--- config.mk ---
export PLATFORM = sky130hd
export DESIGN_NAME = coap_message_parser_top
export DESIGN_NICKNAME = d
export VERILOG_FILES = /design/src/rtl/core/coap_mp_pkg.sv /design/src/rtl/core/coap_mp_step.sv /design/src/rtl/core/coap_mp_outreg.sv /design/src/rtl/core/coap_message_parser_top.sv
export SDC_FILE = /design/constraint.sdc
export NUM_CORES = 1
export LEC_CHECK = 0
export BUFFER_PORTS_ARGS = -buffer_cell sky130_fd_sc_hd__clkbuf_2
export CAP_MARGIN = 10
export CORE_ASPECT_RATIO = 0.6
export CORE_MARGIN = 3
export CORE_UTILIZATION = 45
export CTS_CLUSTER_DIAMETER = 200
export DETAILED_ROUTE_END_ITERATION = 7
export REMOVE_ABC_BUFFERS = 1
export SLEW_MARGIN = 15
export SYNTH_ARGS = -nofsm -noshare
export SYNTH_HDL_FRONTEND = slang
export SYNTH_SLANG_ARGS = --single-unit
--- constraint.sdc ---
create_clock -name clk -period 4.15 [get_ports clk]
set_input_delay 0.415 -clock clk [delete_from_list [all_inputs] [get_ports clk]]
set_output_delay 0.415 -clock clk [all_outputs]
set_load 0.05 [all_outputs]
--- src/rtl/core/coap_mp_pkg.sv ---
// Shared types, codes and helpers for the CoAP message parser.
package coap_mp_pkg;

  localparam int unsigned MAX_OPTIONS_DEF = 8;
  localparam logic [8:0]  EXT_BASE        = 9'd13;
  localparam logic [3:0]  NIB_EXT         = 4'd13;
  localparam logic [7:0]  MARKER_BYTE     = 8'hFF;

  typedef enum logic [7:0] {
    PH_HDR     = 8'b0000_0001,
    PH_TOKEN   = 8'b0000_0010,
    PH_OPT     = 8'b0000_0100,
    PH_EXT_D   = 8'b0000_1000,
    PH_EXT_L   = 8'b0001_0000,
    PH_VALUE   = 8'b0010_0000,
    PH_PAYLOAD = 8'b0100_0000,
    PH_DISCARD = 8'b1000_0000
  } phase_t;

  typedef enum logic [3:0] {
    EV_HDR_BYTE  = 4'd0,
    EV_HDR_DONE  = 4'd1,
    EV_TOKEN     = 4'd2,
    EV_OPT_EXT   = 4'd3,
    EV_OPT_READY = 4'd4,
    EV_OPT_VALUE = 4'd5,
    EV_MARKER    = 4'd6,
    EV_PAYLOAD   = 4'd7,
    EV_ERROR     = 4'd8
  } event_t;

  typedef enum logic [1:0] {
    ERR_NONE      = 2'd0,
    ERR_TRUNCATED = 2'd1,
    ERR_TOO_MANY  = 2'd2
  } err_t;

  // Parser state apart from the option counter, whose width follows MAX_OPTIONS.
  typedef struct packed {
    phase_t      phase;
    logic [1:0]  header_count;
    logic [1:0]  hdr_version;
    logic [1:0]  hdr_type;
    logic [3:0]  hdr_token_len;
    logic [7:0]  hdr_code;
    logic [15:0] hdr_msg_id;
    logic [3:0]  token_left;
    logic [8:0]  cur_delta;
    logic [8:0]  cur_length;
    logic [8:0]  value_left;
  } pstate_t;

  typedef struct packed {
    event_t      event_res;
    logic [1:0]  version;
    logic [1:0]  msg_type;
    logic [3:0]  token_length;
    logic [7:0]  msg_code;
    logic [15:0] message_id;
    logic [2:0]  option_index;
    logic [8:0]  option_delta;
    logic [8:0]  option_length;
    logic [7:0]  data_byte;
    logic        message_end;
    err_t        error_kind;
  } result_t;

  localparam pstate_t PSTATE_RESET = '{
    phase: PH_HDR, header_count: 2'd0, hdr_version: 2'd0, hdr_type: 2'd0,
    hdr_token_len: 4'd0, hdr_code: 8'd0, hdr_msg_id: 16'd0, token_left: 4'd0,
    cur_delta: 9'd0, cur_length: 9'd0, value_left: 9'd0
  };

  // Option header complete: go to the value bytes, or straight to the next option.
  function automatic pstate_t opt_ready(input pstate_t s);
    pstate_t r;
    r = s;
    if (s.cur_length == 9'd0) begin
      r.phase = PH_OPT;
    end else begin
      r.value_left = s.cur_length;
      r.phase      = PH_VALUE;
    end
    return r;
  endfunction

endpackage

--- src/rtl/core/coap_mp_step.sv ---
// Per-byte next-state and event logic of the CoAP message parser.
module coap_mp_step
  import coap_mp_pkg::*;
#(
  parameter int unsigned MAX_OPTIONS = MAX_OPTIONS_DEF,
  parameter int unsigned OSW         = $clog2(MAX_OPTIONS + 1)
) (
  input  pstate_t          st,
  input  logic [OSW-1:0]   opts,
  input  logic [7:0]       in_byte,
  input  logic             in_last,
  output pstate_t          st_next,
  output logic [OSW-1:0]   opts_next,
  output result_t          res
);

  localparam int unsigned IDXW = OSW + 3;

  event_t           ev;
  err_t             err;
  logic [7:0]       data;
  logic [IDXW-1:0]  idx_wide;

  always_comb begin
    st_next   = st;
    opts_next = opts;
    ev        = EV_ERROR;
    err       = ERR_NONE;
    data      = 8'd0;

    unique case (st.phase)
      PH_HDR: begin
        unique case (st.header_count)
          2'd0: begin
            st_next.hdr_version   = in_byte[7:6];
            st_next.hdr_type      = in_byte[5:4];
            st_next.hdr_token_len = in_byte[3:0];
            ev = EV_HDR_BYTE;
          end
          2'd1: begin
            st_next.hdr_code = in_byte;
            ev = EV_HDR_BYTE;
          end
          2'd2: begin
            st_next.hdr_msg_id = {in_byte, 8'd0};
            ev = EV_HDR_BYTE;
          end
          default: begin
            st_next.hdr_msg_id = {st.hdr_msg_id[15:8], in_byte};
            st_next.token_left = st.hdr_token_len;
            st_next.phase      = (st.hdr_token_len != 4'd0) ? PH_TOKEN : PH_OPT;
            ev = EV_HDR_DONE;
          end
        endcase
        st_next.header_count = st.header_count + 2'd1;
      end
      PH_TOKEN: begin
        ev   = EV_TOKEN;
        data = in_byte;
        st_next.token_left = st.token_left - 4'd1;
        if (st.token_left == 4'd1) st_next.phase = PH_OPT;
      end
      PH_OPT: begin
        if (in_byte == MARKER_BYTE) begin
          ev = EV_MARKER;
          st_next.phase = PH_PAYLOAD;
        end else if (opts >= OSW'(MAX_OPTIONS)) begin
          err = ERR_TOO_MANY;
          st_next.phase = PH_DISCARD;
        end else begin
          opts_next = opts + OSW'(1);
          st_next.cur_delta  = {5'd0, in_byte[7:4]};
          st_next.cur_length = {5'd0, in_byte[3:0]};
          if (in_byte[7:4] == NIB_EXT) begin
            ev = EV_OPT_EXT;
            st_next.phase = PH_EXT_D;
          end else if (in_byte[3:0] == NIB_EXT) begin
            ev = EV_OPT_EXT;
            st_next.phase = PH_EXT_L;
          end else begin
            ev = EV_OPT_READY;
            st_next = opt_ready(st_next);
          end
        end
      end
      PH_EXT_D: begin
        st_next.cur_delta = EXT_BASE + {1'b0, in_byte};
        if (st.cur_length == EXT_BASE) begin
          ev = EV_OPT_EXT;
          st_next.phase = PH_EXT_L;
        end else begin
          ev = EV_OPT_READY;
          st_next = opt_ready(st_next);
        end
      end
      PH_EXT_L: begin
        st_next.cur_length = EXT_BASE + {1'b0, in_byte};
        ev = EV_OPT_READY;
        st_next = opt_ready(st_next);
      end
      PH_VALUE: begin
        ev   = EV_OPT_VALUE;
        data = in_byte;
        st_next.value_left = st.value_left - 9'd1;
        if (st.value_left == 9'd1) st_next.phase = PH_OPT;
      end
      PH_PAYLOAD: begin
        ev   = EV_PAYLOAD;
        data = in_byte;
      end
      default: begin
        err = ERR_TOO_MANY;
        st_next.phase = PH_DISCARD;
      end
    endcase

    // last byte must leave the message complete or inside a non-empty payload
    if (in_last && ev != EV_ERROR) begin
      if (ev == EV_MARKER ||
          (st_next.phase != PH_OPT && st_next.phase != PH_PAYLOAD)) begin
        ev   = EV_ERROR;
        err  = ERR_TRUNCATED;
        data = 8'd0;
      end
    end
  end

  assign idx_wide = IDXW'(opts_next) - IDXW'(1);

  always_comb begin
    res.event_res     = ev;
    res.version       = st_next.hdr_version;
    res.msg_type      = st_next.hdr_type;
    res.token_length  = st_next.hdr_token_len;
    res.msg_code      = st_next.hdr_code;
    res.message_id    = st_next.hdr_msg_id;
    res.option_index  = (opts_next != '0) ? idx_wide[2:0] : 3'd0;
    res.option_delta  = st_next.cur_delta;
    res.option_length = st_next.cur_length;
    res.data_byte     = data;
    res.message_end   = in_last;
    res.error_kind    = err;
  end

endmodule

--- src/rtl/core/coap_mp_outreg.sv ---
// Result register with valid/ready handshake for the CoAP message parser.
module coap_mp_outreg
  import coap_mp_pkg::*;
(
  input  logic    clk,
  input  logic    rst,
  input  logic    load,
  input  result_t res_d,
  input  logic    out_ready,
  output logic    out_valid,
  output logic    can_load,
  output result_t res_q
);

  // a new result may land in the same cycle the held one transfers
  assign can_load = !out_valid || out_ready;

  always_ff @(posedge clk) begin
    if (rst) begin
      out_valid <= 1'b0;
    end else if (load) begin
      out_valid <= 1'b1;
    end else if (out_ready) begin
      out_valid <= 1'b0;
    end
  end

  always_ff @(posedge clk) begin
    if (load) begin
      res_q <= res_d;
    end
  end

endmodule

--- src/rtl/core/coap_message_parser_top.sv ---
// Top level of the CoAP message parser: state registers, step logic, result register.
//
// Parses a CoAP datagram one byte per cycle and produces one event record per
// byte, in the cycle after the byte transfers. Input and output run at full rate:
// a byte is taken in every cycle in which the result register is empty or its
// result transfers in that same cycle. The figure is set by the single
// parser-state update that each byte makes. The byte flagged by in_last closes
// the datagram and returns the parser to its reset state for the next one.
// There is no clearing pass after reset.
module coap_message_parser_top
  import coap_mp_pkg::*;
#(
  parameter int unsigned MAX_OPTIONS = MAX_OPTIONS_DEF
) (
  input  logic        clk,
  input  logic        rst,
  input  logic        in_valid,
  output logic        in_ready,
  input  logic [7:0]  in_byte,
  input  logic        in_last,
  output logic        out_valid,
  input  logic        out_ready,
  output logic [3:0]  event_res,
  output logic [1:0]  version,
  output logic [1:0]  msg_type,
  output logic [3:0]  token_length,
  output logic [7:0]  msg_code,
  output logic [15:0] message_id,
  output logic [2:0]  option_index,
  output logic [8:0]  option_delta,
  output logic [8:0]  option_length,
  output logic [7:0]  data_byte,
  output logic        message_end,
  output logic [1:0]  error_kind
);

  localparam int unsigned OSW = $clog2(MAX_OPTIONS + 1);

  pstate_t        pstate;
  pstate_t        pstate_next;
  logic [OSW-1:0] options_seen;
  logic [OSW-1:0] options_seen_next;
  result_t        res_d;
  result_t        res_q;
  logic           accept;

  assign accept = in_valid && in_ready;

  coap_mp_step #(
    .MAX_OPTIONS (MAX_OPTIONS),
    .OSW         (OSW)
  ) u_step (
    .st        (pstate),
    .opts      (options_seen),
    .in_byte   (in_byte),
    .in_last   (in_last),
    .st_next   (pstate_next),
    .opts_next (options_seen_next),
    .res       (res_d)
  );

  always_ff @(posedge clk) begin
    if (rst) begin
      pstate       <= PSTATE_RESET;
      options_seen <= '0;
    end else if (accept) begin
      if (in_last) begin
        pstate       <= PSTATE_RESET;
        options_seen <= '0;
      end else begin
        pstate       <= pstate_next;
        options_seen <= options_seen_next;
      end
    end
  end

  coap_mp_outreg u_outreg (
    .clk       (clk),
    .rst       (rst),
    .load      (accept),
    .res_d     (res_d),
    .out_ready (out_ready),
    .out_valid (out_valid),
    .can_load  (in_ready),
    .res_q     (res_q)
  );

  assign event_res     = res_q.event_res;
  assign version       = res_q.version;
  assign msg_type      = res_q.msg_type;
  assign token_length  = res_q.token_length;
  assign msg_code      = res_q.msg_code;
  assign message_id    = res_q.message_id;
  assign option_index  = res_q.option_index;
  assign option_delta  = res_q.option_delta;
  assign option_length = res_q.option_length;
  assign data_byte     = res_q.data_byte;
  assign message_end   = res_q.message_end;
  assign error_kind    = res_q.error_kind;

endmodule

==> results of run 1 <==
## synth_stat cells, types with 9 or more instances
library cell / number / area share
edfxtp_1: 68 / 0.29
mux2_2: 13 / 0.021
and3_1: 14 / 0.013
ha_1: 15 / 0.027
dfxtp_1: 78 / 0.22
nor4_1: 10 / 0.0090
a22o_1: 33 / 0.042
nand2_1: 76 / 0.041
a22oi_1: 23 / 0.025
inv_1: 14 / 0.0076
xor2_1: 11 / 0.014
nand2b_1: 9 / 0.0081
nor3_1: 10 / 0.0072
a21oi_1: 38 / 0.027
o21ai_0: 34 / 0.024
nor2_1: 67 / 0.036
nand3_1: 14 / 0.010
buf_2: 10 / 0.0072
clkbuf_1: 26 / 0.014
## through the flow
step | total power [mW] | setup TNS, ns
floorplan | 1.82 | -2.25
CTS | 3.42 | 0
detailed placement | 1.94 | 0
global route | 3.50 | 0
global placement | 1.94 | 0
finish | 3.41 | 0
## report_power, final
part / internal, mW / switching (mW) / total (mW)
logic: 0.0717 / 0.279 / 0.351
clock network: 0.796 / 0.701 / 1.50
registers: 1.55 / 0.0147 / 1.56
total: 2.42 / 0.995 / 3.41
## cell type report
cell class              count  area, um2
clock inverters            14        138
well taps                 198        248
clock buffers              18        429
repair buffers             93        493
multi-input cells         486       3130
flip-flops and latches    146       3600
fillers                  1292       6700
inverters                  16       60.1
## layer usage
metal	vias to the layer above	global-route usage
met5	-	0
met4	0	0.0583
met3	17	0.0777
met2	272	0.334
met1	2818	0.383
li1	2708	-
## worst max-delay path by stage
stage / start / to / slack, ns
floorplan: u_outreg.out_valid$_SDFFE_PP0P_ / pstate[10]$_SDFFE_PP0P_ / -0.19
global placement: in_byte[0] / u_outreg.res_q[29]$_SDFFCE_PN0P_ / 0.79
detailed placement: in_byte[0] / u_outreg.res_q[29]$_SDFFCE_PN0P_ / 0.48
CTS: pstate[70]$_SDFFE_PP0P_ / u_outreg.res_q[29]$_SDFFCE_PN0P_ / 0.48
global route: pstate[70]$_SDFFE_PP0P_ / u_outreg.res_q[29]$_SDFFCE_PN0P_ / 0.49
finish: pstate[70]$_SDFFE_PP0P_ / u_outreg.res_q[29]$_SDFFCE_PN0P_ / 0.82
## flip-flops by register name, summed over array words and instances (netlist names)
| signal | count |
|---|---|
| u_outreg.res_q | 68 |
| options_seen | 4 |
| u_outreg.out_valid | 1 |
| pstate | 73 |
## worst min-delay path, cell delays in order
cell	delay (ns)
clkbuf_2	0.09
inv_1	0.04
a21oi_1	0.05
## logic make-up (layout without fill, tap and decap cells)
family          after synthesis  count (layout)
xor+xnor                     17              17
buf+inv                      53             141
fa+ha+maj                    15              15
flops                       146             146
compound gates              193             193
simple gates                246             246
mux                          15              15
==> results.md, run 1 <==
- Critical Path RT: 4.30 ns
- Largest family of logic cells by synthesized area: compound AO/OA/AOI/OAI gates
- Slack of the worst reg-to-reg path: 0.82 ns
- RSZ-0062 raised after global routing: no
- Placed cells: 939
- CTS H-tree lvls: 4
- Top layer in use: met4
- Final std cells w/o fill: 971
- Async S/R FF share, synth: 0
- Final Hold Slack: 0.215 ns
- Most common cell after layout, fill and taps aside: clkbuf_2
- All-Layer GR Usage: 0.248
- Final hold vios: 0
- Post-CTS sizing: 0
- Critical Path Source Type: flip-flop
- Reg2reg path depth: 9
- Number of global-route vias before repair: 5333
- DR WL met2: 8340 um
- WL final: 21100 um
- Finish-stage setup viols: 0
- IO Port Bufs: 82
- Clk_lat worst skew: 0.43 ns
- Hold EP: u_outreg.out_valid$_SDFFE_PP0P_
- Power per cell area: 421 mW/mm2
- Compound-Gate Fraction of Synth Area: 0.197
- Worst Hold Depth: 3
- First-pass GRT wire length: 32100 um
- Hold buffer count at CTS: 0
- Cts bufs inserted: 17
- Period minus WS final: 3.33 ns
- Critical path's most frequent cell: nor4_4
- Simple-gate share of the synthesized area: 0.180
- CTS tree: done
- Final ANT Viol Nets: 0
- Clock-pin slew on the worst setup and hold paths: 0.07 ns
- Register bit total from synthesis: 146
- CP endpoint kind: flip-flop
- DRC viols: 0
- FF-to-FF Start: pstate[70]$_SDFFE_PP0P_
- Setup WS pre-CTS: 0.482 ns
- Worst setup margin: 0.823 ns
- Yosys cell types: 68
- Seq/Total Area, Yosys: 0.519
- Share of cells above drive strength 1: 0.207
- Initial antenna violation count: 0
- GPL Wtd Cong: 0.950
- Max FO, Critical Path: 13
- Leak: 3.22 nW
- EDFF count, synth: 68
- Routed len/inst: 21.7 um
- Post-layout util: 0.547
- Post-Place Cell Area: 0.00753 mm2
- Area of the core: 0.0148 mm2
- Die area: 0.0170 mm2
- CP Buf/Inv Count: 0
- Cell count along the critical path: 9
- Multiplexer share of the synthesized area: 0.0240
- Hold path start: in_valid
- Iter 0 DRT Violations: 689
- CP delay by family, top: simple AND/OR/NAND/NOR gates
- Total gr overflow: 0
- Crit path DAT: 3.48 ns
- Cell Area, Synth: 0.00695 mm2
- # diodes: 0
- Most frequent cells in the layout: clkbuf_2 (82), dfxtp_1 (78), nand2_1 (76), edfxtp_1 (68), nor2_1 (67)
- CP peak stage delay: 0.72 ns
- Reg2Reg Capture Point: u_outreg.res_q[29]$_SDFFCE_PN0P_
- Root Buffer: clkbuf_16
- Max VDD drop: 0.215 mV
- Max cap viols: 0
- Fin. max-slew vios: 0
- Crit path cell chain: nor4_4 > nand2_2 > nor4_4 > mux2i_1 > ha_1 > nand2_1 > a41oi_1 > a31oi_1 > o2bb2ai_1
- Number of cells produced by synthesis: 685
- Slew HR: 0.273
- # rows: 34
- Slowest cell on the critical path: nor4_4
- Outcome: complete, no violations
- Post-synthesis adder-cell area fraction: 0.0270
- FMAX: 0.301 GHz
- Synthesized area per cell: 10.1 um2
- Io pins: 83
- Chip Width: 166 um
- Worst hold path type: input port to flip-flop
- Crit Path Class: flip-flop to flip-flop
- Setup bufs post-CTS: 0
- Vias per std cell: 5.99
- Area growth, synth to finish: 16.7%
- Dpl hpwl: 15300 um
- Synth Flop Type: dfxtp_1
- Worst slew pin tran: 1.08 ns
- Post-Route M1 WL: 10500 um
- Clock Sink Count: 146
- Fin crit share: 0.802
- Largest net degree at the start of global routing: 43
- Xor/xnor share of the synthesized area: 0.0214
- Clock tree buffer depth: 2
- Syn. warnings: 0
- Clock skew: 0.0104 ns
- Initial DRT Pass Iterations: 5
- Die Ht: 102 um
- Nets: 788
- Starting Density: 0.469
- Finished Cell Area: 0.00810 mm2
- DR WL met3: 2120 um
- Via count: 5815
Note: power is estimated with default switching activity, not from simulation.
==> run 2, diff against run 1 <==
--- a/config.mk
+++ b/config.mk
@@ -5,6 +5,7 @@
 export SDC_FILE = /design/constraint.sdc
 export NUM_CORES = 1
 export LEC_CHECK = 0
+export ABC_AREA = 1
 export BUFFER_PORTS_ARGS = -buffer_cell sky130_fd_sc_hd__clkbuf_2
 export CAP_MARGIN = 10
 export CORE_ASPECT_RATIO = 0.6
@@ -12,6 +13,7 @@
 export CORE_UTILIZATION = 45
 export CTS_CLUSTER_DIAMETER = 200
 export DETAILED_ROUTE_END_ITERATION = 7
+export PLACE_DENSITY = 0.66
 export REMOVE_ABC_BUFFERS = 1
 export SLEW_MARGIN = 15
 export SYNTH_ARGS = -nofsm -noshare
==> constraint.sdc (replaced) <==
create_clock -name clk -period 2.75 [get_ports clk]
set_input_delay 0.275 -clock clk [delete_from_list [all_inputs] [get_ports clk]]
set_output_delay 0.275 -clock clk [all_outputs]
set_load 0.05 [all_outputs]
==> results.md, run 2 <==
- Outcome: complete, no violations
- Via count: 7042
- Placed cells: 1305
- Number of cells produced by synthesis: 1022
- Max VDD drop: 0.267 mV
- Slew HR: 0.443
- Routed len/inst: 16.5 um
- Max cap viols: 0
- IO Port Bufs: 82
- EDFF count, synth: 68
- Synth top area share: 0.259
- CTS tree: done
- CP endpoint kind: flip-flop
- Root Buffer: clkbuf_16
- Crit Path Class: flip-flop to flip-flop
- Fin. max-slew vios: 0
- Critical Path RT: 2.94 ns
- Largest register FFs: 73
- Largest Register: pstate
- Chip Width: 177 um
- FMAX: 0.444 GHz
- Die area: 0.0192 mm2
- Synthesized area per cell: 7.73 um2
- Final std cells w/o fill: 1337
- Clk_lat worst skew: 0.43 ns
- Initial antenna violation count: 0
- Cts bufs inserted: 17
- Critical Path Source Type: flip-flop
- DRC viols: 0
- Most common cell after layout, fill and taps aside: nand2_1
- Reg area: 0.00360 mm2
- Seq/Total Area, Yosys: 0.456
- Synth area leader: edfxtp_1
- Post-Place Cell Area: 0.00849 mm2
- Area growth, synth to finish: 15.3%
- Final hold vios: 0
- Initial DRT Pass Iterations: 6
- WL final: 22000 um
- Largest net degree at the start of global routing: 68
- GPL Wtd Cong: 0.915
- Final Hold Slack: 0.182 ns
- Total gr overflow: 0
- Dpl hpwl: 15400 um
- Number of global-route vias before repair: 6156
- Clock tree buffer depth: 2
- Multi-input logic area: 0.00365 mm2
- Regs by FF count: pstate (73), u_outreg.res_q (68), options_seen (4)
- Worst Hold Depth: 4
- Clock-pin slew on the worst setup and hold paths: 0.07 ns
- # rows: 36
- CTS H-tree lvls: 4
- Area of the core: 0.0167 mm2
- Clock skew: 0.00846 ns
- Share of cells above drive strength 1: 0.196
- Setup WS pre-CTS: 0.514 ns
- Reg2reg path depth: 7
- Worst slew pin tran: 0.836 ns
- Power per cell area: 606 mW/mm2
- Finished Cell Area: 0.00910 mm2
- Fillers: 1561
- Tot Pwr: 5.51 mW
- All-Layer GR Usage: 0.231
- Io pins: 83
- Iter 0 DRT Violations: 794
- Crit path DAT: 2.44 ns
- Die Ht: 109 um
- Clock Sink Count: 146
- Fin crit share: 0.819
- Setup TNS Final: 0 ns
- # diodes: 0
- Finish-stage setup viols: 0
- Cell Area, Synth: 0.00790 mm2
- Most frequent cells in the layout: nand2_1 (301), nor2_1 (98), clkbuf_2 (82), inv_1 (80), dfxtp_1 (78)
- Hold buffer count at CTS: 0
- Final ANT Viol Nets: 0
- Worst setup margin: 0.498 ns
- First-pass GRT wire length: 34600 um
- Starting Density: 0.473
- RSZ-0062 raised after global routing: no
- Async S/R FF share, synth: 0
- Worst hold path type: input port to flip-flop
- Most frequent cell after synthesis: nand2_1
- Syn. warnings: 0
- Yosys cell types: 45
- Post-layout util: 0.545
- Top cells by area, synth: edfxtp_1 (26%), dfxtp_1 (20%), nand2_1 (14%)
- Vias per std cell: 5.27
- Register bit total from synthesis: 146
- Leak: 3.94 nW
- Synth Flop Type: dfxtp_1
- Period minus WS final: 2.25 ns
- Post-CTS sizing: 0
- Setup bufs post-CTS: 0
- Nets: 1124
- Max FO, Critical Path: 18
- Commonest cells in the netlist: nand2_1 (302), nor2_1 (99), inv_1 (81)
## run 2: cells by family (layout without fill, tap and decap cells)
logic type / Yosys count / in the layout / share of synthesized area
adder cells (fa/ha/maj): 15 / 15 / 0.0238
flip-flops: 146 / 146 / 0.456
XOR/XNOR: 6 / 6 / 0.00761
buffers and inverters: 151 / 238 / 0.0824
AO/OA/AOI/OAI: 157 / 157 / 0.111
AND/OR/NAND/NOR: 547 / 547 / 0.318
## run 2: final timing paths
kind         slack (ns)                          from                          endpoint
max reg2reg        0.50  options_seen[3]$_SDFFE_PP0P_  u_outreg.res_q[31]$_SDFFCE_PN0P_
min                0.18                     out_ready   u_outreg.out_valid$_SDFFE_PP0P_
max                0.50  options_seen[3]$_SDFFE_PP0P_  u_outreg.res_q[31]$_SDFFCE_PN0P_
min reg2reg        0.46       pstate[62]$_SDFFE_PP0P_           pstate[62]$_SDFFE_PP0P_
## run 2: power by group
| part | total [mW] | leakage, nW | switching, mW | internal [mW] |
|---|---|---|---|---|
| Combinational | 0.661 | 2.32 | 0.521 | 0.140 |
| Sequential | 2.39 | 1.32 | 0.0337 | 2.36 |
| Clock | 2.46 | 0.300 | 1.08 | 1.38 |
## run 2: layout make-up
| type | count | share of cell area |
|---|---|---|
| clock buffer | 17 | 0.0467 |
| clock inverter | 15 | 0.0205 |
| inverter | 111 | 0.0458 |
| multi-input combinational | 725 | 0.401 |
| sequential | 146 | 0.396 |
| tap | 228 | 0.0313 |
| timing repair buffer | 95 | 0.0586 |
## run 2: routing by layer
layer  track usage  vias up  wire length, um
met4        0.0622        0              273
met2         0.309      320             8430
met5             0        -                0
met1         0.378     3240            11300
met3        0.0365       23             2010
li1              -     3459                -
## run 2: worst max-delay path, stage by stage, from the launching register on
cell and delay, ns:
dfxtp_1 0.69, clkinv_1 0.35, nand3_4 0.22, xor2_1 0.29, inv_1 0.11, ha_1 0.22, nand3_1 0.08, o21ai_1 0.06
==> run 3, diff against run 2 <==
==> constraint.sdc (replaced) <==
create_clock -name clk -period 2 [get_ports clk]
set_input_delay 0.2 -clock clk [delete_from_list [all_inputs] [get_ports clk]]
set_output_delay 0.2 -clock clk [all_outputs]
set_load 0.05 [all_outputs]
==> results.md, run 3 (synthesis results as in run 2) <==
- Largest net degree at the start of global routing: 68
- Root Buffer: clkbuf_16
- Clock Sink Count: 146
- Critical Path RT: 2.18 ns
- Outcome: complete, no violations
- CTS H-tree lvls: 4
- P_sw: 2.21 mW
- Crit Path Class: flip-flop to flip-flop
- Fillers: 1574
- Crit path DAT: 2.11 ns
- Clock tree buffer depth: 2
- Initial antenna violation count: 0
- Reg area: 0.00361 mm2
- Share of cells above drive strength 1: 0.234
- Regs by FF count: pstate (73), u_outreg.res_q (68), options_seen (4)
- Most frequent cells in the layout: nand2_1 (301), nor2_1 (96), clkbuf_2 (82), inv_1 (80), a21oi_1 (76)
- Finished Cell Area: 0.00955 mm2
- # diodes: 0
- Period minus WS final: 1.93 ns
- CTS tree: done
- Fin crit share: 0.963
- First-pass GRT wire length: 34400 um
- Finish-stage setup viols: 0
- Area growth, synth to finish: 20.9%
- GPL Wtd Cong: 0.913
- Cts bufs inserted: 17
- Tot Pwr: 7.70 mW
- Sequential power share: 0.426
- IO Port Bufs: 82
- Die Ht: 109 um
- Slack of the worst reg-to-reg path: 0.07 ns
- Clk_lat worst skew: 0.42 ns
- Slowest cell on the critical path: dfxtp_2
- Largest register FFs: 73
- Worst hold path type: input port to flip-flop
- Most common cell after layout, fill and taps aside: nand2_1
- CP Buf/Inv Count: 1
- All-Layer GR Usage: 0.231
- Setup TNS Final: 0 ns
- CP peak stage delay: 0.33 ns
- WL final: 22100 um
- Switching share of power: 0.286
- Max VDD drop: 0.419 mV
- Starting Density: 0.473
- Setup WS pre-CTS: 0.000671 ns
- Worst slew pin tran: 0.530 ns
- Final hold vios: 0
- Clock-pin slew on the worst setup and hold paths: 0.07 ns
- Nets: 1171
- Dpl hpwl: 15900 um
- # rows: 36
- Int Power: 5.50 mW
- Iter 0 DRT Violations: 794
- Multi-input logic area: 0.00368 mm2
- Chip Width: 177 um
- Final ANT Viol Nets: 0
- Total gr overflow: 0
- Slew HR: 0.643
- Largest Register: pstate
- Clock skew: 0.00795 ns
- Critical Path Source Type: flip-flop
- Number of global-route vias before repair: 6294
- Leak: 4.20 nW
- Area of the core: 0.0167 mm2
- Post-Place Cell Area: 0.00886 mm2
- Max cap viols: 0
- Hold buffer count at CTS: 0
- Io pins: 83
- Max FO, Critical Path: 8
- Critical path's most frequent cell: nor2_2
- Routed len/inst: 15.9 um
- Die area: 0.0192 mm2
- Power per cell area: 807 mW/mm2
- Initial DRT Pass Iterations: 5
- Power share of the combinational group: 0.123
- Fin. max-slew vios: 0
- DRC viols: 0
- Via count: 7203
- Post-layout util: 0.571
- CP endpoint kind: flip-flop
- Crit path cell chain: nor2_2 > nand2_4 > nor2_8 > nand3_4 > xor2_2 > inv_1 > ha_1 > nand2_1 > nor2_2 > nor2_1
- CP delay by family, top: simple AND/OR/NAND/NOR gates
- Clock power frac: 0.451
- Worst setup margin: 0.0744 ns
- FMAX: 0.519 GHz
- Vias per std cell: 5.20
run 3: through the flow:
stage / cells / hold slack, ns
2_1_floorplan: 982 / 0.269
3_3_place_gp: 1351 / 0.451
3_5_place_dp: 1351 / 0.457
4_1_cts: 1383 / 0.0999
5_1_grt: 1384 / 0.147
6_report: 1384 / 0.107
run 3: area by class of cell:
class / instances / area share
clock buffer: 17 / 0.0446
clock inverter: 15 / 0.0222
inverter: 111 / 0.0436
multi-input combinational: 725 / 0.386
sequential: 146 / 0.378
tap: 228 / 0.0299
timing repair buffer: 142 / 0.0954
run 3: repair_timing:
item / in CTS / in global routing
buffers inserted: 0 / 1
endpoints found under the setup margin: 2 / 31
pin swaps: 0 / 6
cloned: 0 / 0
gates resized for setup: 1 / 12
run 3: routing by layer:
| metal | wire, um | GRT usage | part of all wire | vias to the layer above |
|---|---|---|---|---|
| met3 | 1910 | 0.0449 | 0.087 | 26 |
| met2 | 8510 | 0.310 | 0.39 | 297 |
| met5 | 0 | 0 | 0 | - |
| met1 | 11400 | 0.375 | 0.52 | 3324 |
| li1 | - | - | - | 3556 |
| met4 | 276 | 0.0510 | 0.013 | 0 |
run 3: power by group through the flow:
stage,Combinational (mW),Clock (mW),Sequential [mW]
5_1_grt,1.02,3.65,3.29
6_report,0.944,3.48,3.28
3_3_place_gp,0.938,0,3.35
4_1_cts,0.942,3.53,3.29
2_1_floorplan,0.329,0,3.63
3_5_place_dp,0.939,0,3.35
run 3: final timing paths:
check,from,cells past startpoint,end
worst max-delay path,pstate[71]$_SDFFE_PP0P_,10,u_outreg.res_q[30]$_SDFFCE_PN0P_
worst max register to register,pstate[71]$_SDFFE_PP0P_,10,u_outreg.res_q[30]$_SDFFCE_PN0P_
worst min register to register,pstate[51]$_SDFFE_PP0P_,2,pstate[51]$_SDFFE_PP0P_
worst min-delay path,out_ready,4,u_outreg.out_valid$_SDFFE_PP0P_
run 3: worst reg2reg max path: cells and delay by family (launching register included):
family | cells | cell delay (ns)
and+or+nand+nor | 7 | 0.91
DFF | 1 | 0.33
xor gates and xnor gates | 1 | 0.18
adders and majority gates | 1 | 0.16
buffers and inverters | 1 | 0.09
